`src/rtl/pcov_pkg.sv`:
```
// Shared types, constants and the glyph font table for the pixel coverage pipeline.
package pcov_pkg;

   localparam int DISPLAY_W = 720;
   localparam int DISPLAY_H = 1440;

   localparam int PIX_IDX_W = 20;
   localparam int REQ_DATA_W = 128;
   localparam int RSP_DATA_W = 56;

   localparam logic [1:0] ACT_RECT  = 2'd0;
   localparam logic [1:0] ACT_ROUND = 2'd1;
   localparam logic [1:0] ACT_GLYPH = 2'd2;

   localparam logic [7:0] CODE_FIRST = 8'd32;
   localparam logic [7:0] CODE_LAST  = 8'd126;

   localparam int GLYPH_COLS = 5;
   localparam int GLYPH_ROWS = 8;

   typedef logic signed [14:0] rel_type;

   typedef struct packed {
      logic [1:0]         action;
      logic [9:0]         pixel_x;
      logic [10:0]        pixel_y;
      logic signed [11:0] origin_x;
      logic signed [11:0] origin_y;
      logic [10:0]        box_width;
      logic [10:0]        box_height;
      logic [9:0]         corner_radius;
      logic [7:0]         char_code;
      logic [3:0]         glyph_scale;
      logic [31:0]        paint_color;
   } req_type;

   typedef struct packed {
      logic [1:0]                   action;
      logic                         on_display;
      logic [PIX_IDX_W-1:0]         index;
      logic [31:0]                  color;
      rel_type                      rx;
      rel_type                      ry;
      logic [10:0]                  w;
      logic [10:0]                  h;
      logic [9:0]                   r;
      logic [GLYPH_ROWS-1:0][6:0]   mults;
      logic                         glyph_ok;
      logic [39:0]                  glyph_cols;
   } s1_type;

   typedef struct packed {
      logic [1:0]           action;
      logic                 on_display;
      logic [PIX_IDX_W-1:0] index;
      logic [31:0]          color;
      logic                 in_box;
      logic [9:0]           dx;
      logic [9:0]           dy;
      logic [9:0]           r;
      logic                 glyph_in;
      logic [2:0]           col_rev;
      logic [2:0]           row;
      logic [39:0]          glyph_cols;
   } s2_type;

   typedef struct packed {
      logic [1:0]           action;
      logic                 on_display;
      logic [PIX_IDX_W-1:0] index;
      logic [31:0]          color;
      logic                 in_box;
      logic [19:0]          dx_sq;
      logic [19:0]          dy_sq;
      logic [19:0]          r_sq;
      logic                 glyph_hit;
   } s3_type;

   typedef struct packed {
      logic                 write_enable;
      logic [PIX_IDX_W-1:0] index;
      logic [31:0]          color;
   } rsp_type;

   localparam logic [39:0] GLYPH_ROM [0:94] = '{
      40'h0000000000, 40'h00005F0000, 40'h0007000700, 40'h147F147F14,
      40'h242A7F2A12, 40'h2313086462, 40'h3649552250, 40'h0005030000,
      40'h001C224100, 40'h0041221C00, 40'h14083E0814, 40'h08083E0808,
      40'h0050300000, 40'h0808080808, 40'h0060600000, 40'h2010080402,
      40'h3E5149453E, 40'h00427F4000, 40'h4261514946, 40'h2141454B31,
      40'h1814127F10, 40'h2745454539, 40'h3C4A494930, 40'h0171090503,
      40'h3649494936, 40'h064949291E, 40'h0036360000, 40'h0056360000,
      40'h0814224100, 40'h1414141414, 40'h0041221408, 40'h0201510906,
      40'h324979413E, 40'h7E1111117E, 40'h7F49494936, 40'h3E41414122,
      40'h7F4141221C, 40'h7F49494941, 40'h7F09090901, 40'h3E4149497A,
      40'h7F0808087F, 40'h00417F4100, 40'h2040413F01, 40'h7F08142241,
      40'h7F40404040, 40'h7F020C027F, 40'h7F0408107F, 40'h3E4141413E,
      40'h7F09090906, 40'h3E4151215E, 40'h7F09192946, 40'h4649494931,
      40'h01017F0101, 40'h3F4040403F, 40'h1F2040201F, 40'h3F4038403F,
      40'h6314081463, 40'h0708700807, 40'h6151494543, 40'h007F414100,
      40'h0204081020, 40'h0041417F00, 40'h0402010204, 40'h4040404040,
      40'h0001020400, 40'h2054545478, 40'h7F48444438, 40'h3844444420,
      40'h384444487F, 40'h3854545418, 40'h087E090102, 40'h0C5252523E,
      40'h7F08040478, 40'h00447D4000, 40'h2040443D00, 40'h7F10284400,
      40'h00417F4000, 40'h7C04180478, 40'h7C08040478, 40'h3844444438,
      40'h7C14141408, 40'h081414187C, 40'h7C08040408, 40'h4854545420,
      40'h043F444020, 40'h3C4040207C, 40'h1C2040201C, 40'h3C4030403C,
      40'h4428102844, 40'h0C5050503C, 40'h4464544C44, 40'h0008364100,
      40'h00007F0000, 40'h0041360800, 40'h08082A1C08
   };

   function automatic logic [39:0] glyph_columns(input logic [7:0] code);
      logic [7:0] offset;
      offset = code - CODE_FIRST;
      if (code < CODE_FIRST || code > CODE_LAST) begin
         return 40'h0;
      end
      return GLYPH_ROM[offset[6:0]];
   endfunction

endpackage

```
`src/rtl/pcov_classify.sv`:
```
// Second pipeline stage: box test, corner zone distances, glyph dot column and row.
module pcov_classify (
   input  logic             clock,
   input  logic             reset,
   input  logic             in_valid,
   output logic             in_ready,
   input  pcov_pkg::s1_type in_stage,
   output logic             out_valid,
   input  logic             out_ready,
   output pcov_pkg::s2_type out_stage
);

   logic             valid_ff;
   pcov_pkg::s2_type s2_ff;
   pcov_pkg::s2_type s2_in;

   pcov_pkg::rel_type ww;
   pcov_pkg::rel_type hh;
   pcov_pkg::rel_type rr;
   pcov_pkg::rel_type one;
   pcov_pkg::rel_type m5;
   pcov_pkg::rel_type m8;
   logic              zl;
   logic              zr;
   logic              zt;
   logic              zb;
   logic [9:0]        dx_l;
   logic [9:0]        dx_r;
   logic [9:0]        dy_t;
   logic [9:0]        dy_b;
   logic [2:0]        col;
   logic [2:0]        row;

   always_comb begin
      ww = pcov_pkg::rel_type'({1'b0, in_stage.w});
      hh = pcov_pkg::rel_type'({1'b0, in_stage.h});
      rr = pcov_pkg::rel_type'({1'b0, in_stage.r});
      one = pcov_pkg::rel_type'(1);
      m5 = pcov_pkg::rel_type'({1'b0, in_stage.mults[pcov_pkg::GLYPH_COLS-1]});
      m8 = pcov_pkg::rel_type'({1'b0, in_stage.mults[pcov_pkg::GLYPH_ROWS-1]});

      zl = in_stage.rx < rr;
      zr = (in_stage.rx + rr) >= ww;
      zt = in_stage.ry < rr;
      zb = (in_stage.ry + rr) >= hh;
      dx_l = 10'(rr - in_stage.rx);
      dx_r = 10'(in_stage.rx + rr + one - ww);
      dy_t = 10'(rr - in_stage.ry);
      dy_b = 10'(in_stage.ry + rr + one - hh);

      col = 3'd0;
      for (int k = 0; k < pcov_pkg::GLYPH_COLS - 1; k++) begin
         col = col + 3'(in_stage.rx >= pcov_pkg::rel_type'({1'b0, in_stage.mults[k]}));
      end
      row = 3'd0;
      for (int k = 0; k < pcov_pkg::GLYPH_ROWS - 1; k++) begin
         row = row + 3'(in_stage.ry >= pcov_pkg::rel_type'({1'b0, in_stage.mults[k]}));
      end

      s2_in = '0;
      s2_in.action = in_stage.action;
      s2_in.on_display = in_stage.on_display;
      s2_in.index = in_stage.index;
      s2_in.color = in_stage.color;
      s2_in.in_box = (in_stage.rx >= 0) && (in_stage.rx < ww) &&
                     (in_stage.ry >= 0) && (in_stage.ry < hh);
      s2_in.r = in_stage.r;
      if (zl && zt) begin
         s2_in.dx = dx_l;
         s2_in.dy = dy_t;
      end else if (zr && zt) begin
         s2_in.dx = dx_r;
         s2_in.dy = dy_t;
      end else if (zl && zb) begin
         s2_in.dx = dx_l;
         s2_in.dy = dy_b;
      end else if (zr && zb) begin
         s2_in.dx = dx_r;
         s2_in.dy = dy_b;
      end else begin
         s2_in.dx = 10'd0;
         s2_in.dy = 10'd0;
      end
      s2_in.glyph_in = in_stage.glyph_ok &&
                       (in_stage.rx >= 0) && (in_stage.rx < m5) &&
                       (in_stage.ry >= 0) && (in_stage.ry < m8);
      s2_in.col_rev = 3'(pcov_pkg::GLYPH_COLS - 1) - col;
      s2_in.row = row;
      s2_in.glyph_cols = in_stage.glyph_cols;
   end

   assign in_ready = !valid_ff || out_ready;

   always_ff @(posedge clock) begin
      if (reset) begin
         valid_ff <= 1'b0;
      end else if (in_ready) begin
         valid_ff <= in_valid;
      end
   end

   always_ff @(posedge clock) begin
      if (in_ready && in_valid) begin
         s2_ff <= s2_in;
      end
   end

   assign out_valid = valid_ff;
   assign out_stage = s2_ff;

   assert property (@(posedge clock) disable iff (reset)
      valid_ff && s2_ff.in_box && (s2_ff.action == pcov_pkg::ACT_ROUND) |->
      (s2_ff.dx <= s2_ff.r) && (s2_ff.dy <= s2_ff.r))
      else $error("corner distance exceeds radius inside box");

   assert property (@(posedge clock) disable iff (reset)
      valid_ff && s2_ff.glyph_in |-> (s2_ff.col_rev < 3'(pcov_pkg::GLYPH_COLS)))
      else $error("glyph column out of range");

endmodule

```
`config.mk`:
```
export PLATFORM = sky130hd
export DESIGN_NAME = pcov_classify
export DESIGN_NICKNAME = d
export VERILOG_FILES = /design/src/rtl/pcov_pkg.sv /design/src/rtl/pcov_classify.sv
export SDC_FILE = /design/constraint.sdc
export NUM_CORES = 1
export LEC_CHECK = 0
export BUFFER_PORTS_ARGS = -buffer_cell sky130_fd_sc_hd__buf_2
export CAP_MARGIN = 20
export CORE_MARGIN = 4
export CORE_UTILIZATION = 39
export CTS_BUF_LIST = sky130_fd_sc_hd__clkbuf_16
export CTS_CLUSTER_DIAMETER = 80
export DETAILED_ROUTE_END_ITERATION = 8
export GPL_TIMING_DRIVEN = 0
export PLACE_DENSITY = 0.63
export SYNTH_ARGS = -nofsm -noshare
export SYNTH_HDL_FRONTEND = slang
export SYNTH_SLANG_ARGS = --single-unit
```
`constraint.sdc`:
```
create_clock -name clock -period 6 [get_ports clock]
set_input_delay 0.6 -clock clock [delete_from_list [all_inputs] [get_ports clock]]
set_output_delay 0.6 -clock clock [all_outputs]
set_load 0.03 [all_outputs]
```
After elaboration in Yosys (flattened, before gate mapping)
Index checks and enable logic that the tools add are counted.

Register bits after elaboration: 134. Output and inout bits: 135. Input bits: 218.

Mux-type cells: 4. Magnitude comparators: 21. Reduce and logical (&&, ||, !) cells: 14. Add/sub/neg operators: 18.

Operator list (count): $ge 15x8->1 (11); $mux 20 (4); $sub 10x10->10 (4); $add 15x11->15 (2); $ge 15x1->1 const B (2); $ge 15x12->1 (2); $lt 15x11->1 (2); $lt 15x12->1 (2); $lt 15x8->1 (2); $add 10x2->10 const B (2); $add 3x1->3 (5); $logic_and 1x1->1 (12); $add 2x1->3 (2); $add 1x1->2 (2); $sub 3x3->3 const A (1); $logic_not 1->1 (1); $logic_or 1x1->1 (1).

Longest topological paths before layout
Gate-level depths: netlist of run 1.

Word-level depth: 7. Depth in mapped cells: 21. Gate-level depth less buffers: 20.

Least setup slack after synthesis of run 1
No wires, ideal clock.

Kind: input-to-reg. Start: input port out_ready. End: register s2_ff, in the netlist out_stage[0], enable pin. Arrival: 4033 ps. Library setup time: 507 ps. Stages on the path: 2. Path slack: 1459 ps. Required time: 5493 ps. Cell sequence: nand2b_1 > and2_1.

Longest elaborated chain between the ends: 2.

Ends and longest elaborated chain: from (decl) (line pcov_classify.sv:9) `input logic out_ready,`; $logic_or 1x1->1 (line pcov_classify.sv:92) `assign in_ready = !valid_ff || out_ready;`; $logic_and 1x1->1 (line pcov_classify.sv:103) `if (in_ready && in_valid) begin`; to (signal assigned) (line pcov_classify.sv:104) `s2_ff <= s2_in;`; to (decl) (line pcov_classify.sv:14) `pcov_pkg::s2_type s2_ff;`.

Every way passes these cells. A chain may end at the register's enable or synchronous reset.

==> results of run 1 <==
[final cells by class]
class	count	area, µm²	area share [%]
Buffer	21	118	0.858
Clock inverter	14	164	1.20
Sequential cell	134	4010	29.3
Inverter	151	567	4.13
Multi-Input combinational cell	718	6170	45.0
Clock buffer	17	425	3.10
Tap cell	372	465	3.40
Timing Repair Buffer	352	1780	13.0
[metrics by stage]
| step | worst slack [ns] | std cells | hold slack, ns | area [µm²] |
|---|---|---|---|---|
| final | 0.986 | 1779 | 0.330 | 13700 |
| after global routing | 0.649 | 1779 | 0.323 | 13700 |
| after CTS | 1.04 | 1779 | 0.316 | 13700 |
| after detailed placement | 0.618 | 1748 | 0.507 | 13100 |
| after global placement | 0.259 | 1747 | 0.488 | 13100 |
| after floorplan | 1.46 | 1024 | 0.669 | 10900 |
[where the power goes]
group | total [µW] | internal, µW | switching [µW] | leakage (µW)
registers | 1140 | 1120 | 14.6 | 0.00130
clock network | 1070 | 623 | 444 | 0.000280
logic | 1140 | 451 | 692 | 0.00503
[per-layer routing]
| metal | track usage, % | vias up | wire length, µm |
|---|---|---|---|
| met2 | 36.3 | 352 | 15900 |
| met3 | 4.87 | 47 | 2620 |
| met4 | 5.96 | 6 | 603 |
| li1 | - | 4439 | - |
| met5 | 0 | - | 23 |
| met1 | 25.6 | 4197 | 13400 |
[layout by cell type, fill, tap and decap left out, types with 10 or more instances in the layout]
master     synthesis  routed
nor3_1            22      22
o21ai_0           40      40
nor2b_1           25      25
a21oi_1           52      52
xnor2_1           36      36
nand4_1           15      15
clkbuf_16          0      17
o21a_1            33      33
nor2_1            41      41
buf_2              7     358
a31oi_1           10      10
a211oi_1          19      19
edfxtp_1         133     133
ha_1             211     211
nand2_1           24      24
a21o_1            22      22
inv_1            150     150
nand2b_1          32      32
xor2_1            10      10
fa_1              17      17
nand3_1           15      15
[how the worst max path moves through the flow]
stage               endpoint  slack (ns)  cells after the start
6_report       out_stage[70]        0.99                     20
5_1_grt        out_stage[75]        0.65                     20
4_1_cts        out_stage[75]        1.04                     20
3_5_place_dp   out_stage[70]        0.62                     20
3_3_place_gp   out_stage[67]        0.26                      3
2_1_floorplan   out_stage[0]        1.46                      2
[kinds of logic after synthesis]
family,count (synthesis),share of synthesized area (%)
compound gates,238,15.1
fa+ha+maj,228,27.4
simple gates,203,10.3
buf+inv,172,6.30
flops,134,36.9
xor+xnor,46,3.71
mux,3,0.276
[flip-flops by register name (all words and copies together), names as in the netlist]
signal and count:
out_stage 133, out_valid 1
[critical path, delay by kind of cell]
family / cells / cell delay, ns
buf+inv: 3 / 0.67
fa+ha+maj: 2 / 0.71
compound gates: 11 / 2.19
simple gates: 4 / 0.97
==> results.toml, run 1 <==
[global_routing]
grt_antenna_before_repair = 3
grt_max_degree = 74
grt_pass1_vias = 9189
grt_overflow_total = 0
grt_pass1_wl_um = 49600
grtUsageTotal_pct = 20.7

[floorplanning]
fp.dieW_um = 175
dieArea_mm2 = 0.0306
start_util_pct = 40.0
rows = 60
die_y_um = 175
io_pins = 353
fp.coreArea_mm2 = 0.0272

[synthesis]
synthTopCellsByCount = "ha_1, inv_1, edfxtp_1"
syn_area_per_cell_um2 = 10.6
synth.yosys.seq_area_share_pct = 36.9
syn_nets = 1470
synth.most_common_cell = "ha_1"
yosys.area.top_type = "edfxtp_1"
synth_seq_cells = 134
synthCells = 1024
synth_edf_count = 133
synth_top_area_share_pct = 36.7
ys_types = 66
async_flop_share_pct = 0
synthFlopType = "edfxtp_1"
yosys_warnings = 0
synth.area.top_cells = "edfxtp_1, ha_1, inv_1"
syn_area_mm2 = 0.0109

[placement]
dp_hpwl_um = 26200
gp_congestion = 0.872
io_buffers = 351

[clock_tree]
cts_resized = 0
ctsHtreeMaxLevel = 4
cts_buffers = 17
cts_hold_buf = 0
clock-sinks = 134
cts_root_buffer = "clkbuf_16"
clk_latency_ns = 0.43
cts_tree = "yes"
clk_pin_slew_ns = 0.06
ctsLongestPathBuffers = 2
cts_setup_buffers = 0

[setup_path]
regToRegEndpoint = "out_stage[115]"
crit_path_end_kind = "flop"
r2r-start = "out_valid"
critPathLaunchType = "primary input"
reg2reg_slack_ns = 4.08
crit_arrival_ns = 5.16
worst-path-max-fanout = 10
crit_type = "primary input to flop"
crit_path_start = "in_stage[98]"
crit_slowest_cell = "a2111o_1"
slowest_delay_ns = 0.42
cp.required_ns = 6.14
worstRegToRegCells = 3
path_cells = "buf_2, inv_1, ha_1, nand2b_1, a221oi_2, o21bai_1, a21oi_1, o21bai_1, a2111o_1, o41ai_1, a211oi_1, ha_1, and4_1, a221o_1, a41oi_1, o32ai_2, nor4_4, buf_6, or2b_4, o22ai_1"

[job]
maxCapViolCount = 0

[hold_path]
min_path_type = "primary input to flop"
min_path_cells = 2
worstHoldStart = "reset"
hold_end = "out_valid"

[final_layout]
finalCoreUtilization_pct = 50.4
final_net_count = 1841
fill_cells = 2559
area_delta_synth_final_pct = 26.1
antenna_cells = 0
layout-drive-gt1-share_pct = 29.5

[sta]
setup_viol = 0
tightest_slew_ns = 0.857
rsz0062_at_grt = "no"
fin_skew_ns = 0.0161
fin_crit_sh_pct = 83.6
setup_tns_ns = 0
slew_headroom_pct = 42.9
period_minus_slack_ns = 5.01
hold_violations = 0
max_freq_mhz = 199
slew_viol_final = 0

[power_and_ir_drop]
power_uw = 3350
vdd_drop_max_uv = 190
powerDensity_mw_per_mm2 = 244
p_leak_uw = 0.00661

[route]
first_pass_iters = 5
routed_via_density = 5.08
drcViolationCount = 0
vias = 9041
wirelength_um = 32600
wire_per_inst_um = 18.3
ant_nets = 0
drt_iter0_markers = 496

[status]
outcome = "completed"
No activity file was read; power rests on OpenSTA's default activity.
==> inputs of run 2 (changes only) <==
==> constraint.sdc (replaced) <==
create_clock -name clock -period 4.7 [get_ports clock]
set_input_delay 0.47 -clock clock [delete_from_list [all_inputs] [get_ports clock]]
set_output_delay 0.47 -clock clock [all_outputs]
set_load 0.03 [all_outputs]
==> run 2 against run 1 <==
Critical path depth fell by 3. Global-route usage barely moved. Clock power rose by 28%. Sequential cell count did not move. Clock skew barely moved. Register-to-register slack got worse by 1.3 ns. Sequential share of layout area fell by 0.12 points. Wire length rose by 0.25%. Sequential power rose by 27%. Critical path type unchanged. Critical endpoint is now out_stage[66]. Largest power group is now combinational logic.
==> results.toml, run 2 (same netlist as run 1, synthesis figures left out) <==
[clock_tree]
ctsLongestPathBuffers = 2
cts_buffers = 17
ctsHtreeMaxLevel = 4
cts_hold_buf = 0
cts_tree = "yes"
clock-sinks = 134
clk_pin_slew_ns = 0.06
cts_root_buffer = "clkbuf_16"
clk_latency_ns = 0.43

[setup_path]
worst-path-buf-inv = 2
regToRegEndpoint = "out_stage[115]"
cpMostUsedCell = "a21oi_1"
r2r-start = "out_valid"
crit_slowest_cell = "a2111oi_1"
crit_type = "primary input to flop"
crit_path_start = "in_stage[148]"
cp.depth = 17
cp-endpoint = "out_stage[66]"
slowest_delay_ns = 0.54
critPathLaunchType = "primary input"
path_cells = "buf_2, ha_1, buf_4, or2_1, o31ai_2, a21oi_1, o21bai_1, a21o_1, a21oi_1, xnor2_1, ha_1, nand4_1, a2111oi_1, a211oi_1, o211ai_1, a21oi_1, a2111oi_0"
worst-path-max-fanout = 10
cp.required_ns = 4.85
crit_arrival_ns = 4.63
worstRegToRegCells = 3
crit_path_end_kind = "flop"
reg2reg_slack_ns = 2.78
crit_family = "compound AO/OA/AOI/OAI gates"

[route]
routed_via_density = 5.09
first_pass_iters = 5
drt_iter0_markers = 512
vias = 9074
wirelength_um = 32600
drcViolationCount = 0
ant_nets = 0
wire_per_inst_um = 18.3

[sta]
max_freq_mhz = 223
setup_tns_ns = 0
fin_skew_ns = 0.0159
tightest_slew_ns = 0.859
slew_viol_final = 0
fin_crit_sh_pct = 95.3
setup_viol = 0
slew_headroom_pct = 42.7
hold_violations = 0
rsz0062_at_grt = "yes"
period_minus_slack_ns = 4.48

[global_routing]
grt_use_met2_pct = 36.3
grtUsageTotal_pct = 20.8
grt_pass1_wl_um = 49600
top_usage_layer = "met2"
grt_use_met3_pct = 4.87
grt_antenna_before_repair = 3
grt_pass1_vias = 9198
grtUsageMet1_pct = 25.6
grt_max_degree = 74
grt_overflow_total = 0

[status]
outcome = "completed"

[power_and_ir_drop]
p_leak_uw = 0.00663
vdd_drop_max_uv = 243
power_uw = 4280
powerDensity_mw_per_mm2 = 311

[floorplanning]
dieArea_mm2 = 0.0306
die_y_um = 175
start_util_pct = 40.0
fp.dieW_um = 175
rows = 60
io_pins = 353
fp.coreArea_mm2 = 0.0272

[placement]
dp_hpwl_um = 26200
io_buffers = 351
gp_congestion = 0.872

[final_layout]
ff_latch_area_mm2 = 0.00401
finalCoreUtilization_pct = 50.7
final_net_count = 1844
fill_cells = 2560
area_delta_synth_final_pct = 26.7
final_cell_mix = "buf_2, ha_1, inv_1"
mostFrequentLayoutCell = "buf_2"
largest_register_ff_count = 133
multiInputGateArea_mm2 = 0.00619
layout-drive-gt1-share_pct = 29.9

[job]
maxCapViolCount = 0

[hold_path]
min_path_type = "primary input to flop"
==> run 2: final cells by class <==
cell class / count / area share [%]
Inverter: 151 / 4.14
Clock inverter: 14 / 1.19
Timing Repair Buffer: 355 / 13.2
Tap cell: 372 / 3.38
Clock buffer: 17 / 3.09
Multi-Input combinational cell: 718 / 45.0
Sequential cell: 134 / 29.2
Antenna cell: 1 / 0.0182
Buffer: 21 / 0.854
==> run 2: layer usage <==
layer / up-vias / wire (µm)
li1: 4452 / -
met1: 4211 / 13500
met2: 354 / 15900
met3: 51 / 2650
met4: 6 / 656
met5: - / 23
==> run 2: worst min path at each step <==
stage / from / end / cells after the start
after floorplan: reset / out_valid / 1
after global placement: out_valid / out_valid / 2
after detailed placement: out_valid / out_valid / 2
after CTS: reset / out_valid / 2
after global routing: reset / out_valid / 2
final: reset / out_valid / 2
==> run 2: timing repair <==
item | 4_1_cts | 5_1_grt
gates resized for setup | 1 | 9
pin swaps | 1 | 2
buffers inserted | 2 | 1
endpoints found under the setup margin | 17 | 22
==> run 2: power breakdown <==
part / switching, µW / total, µW / internal (µW) / leakage, µW
Sequential: 18.7 / 1450 / 1430 / 0.00130
Clock: 571 / 1370 / 795 / 0.000281
Combinational: 886 / 1470 / 581 / 0.00504
Total: 1480 / 4280 / 2810 / 0.00663
==> run 2: stage by stage <==
step | std cells | instance area (µm²) | setup slack, ns | hold WS, ns
6_report | 1783 | 13800 | 0.222 | 0.199
5_1_grt | 1782 | 13800 | -0.0198 | 0.193
4_1_cts | 1781 | 13700 | 0.0709 | 0.186
3_5_place_dp | 1748 | 13100 | -0.552 | 0.507
3_3_place_gp | 1747 | 13100 | -0.911 | 0.488
2_1_floorplan | 1024 | 10900 | 0.289 | 0.539
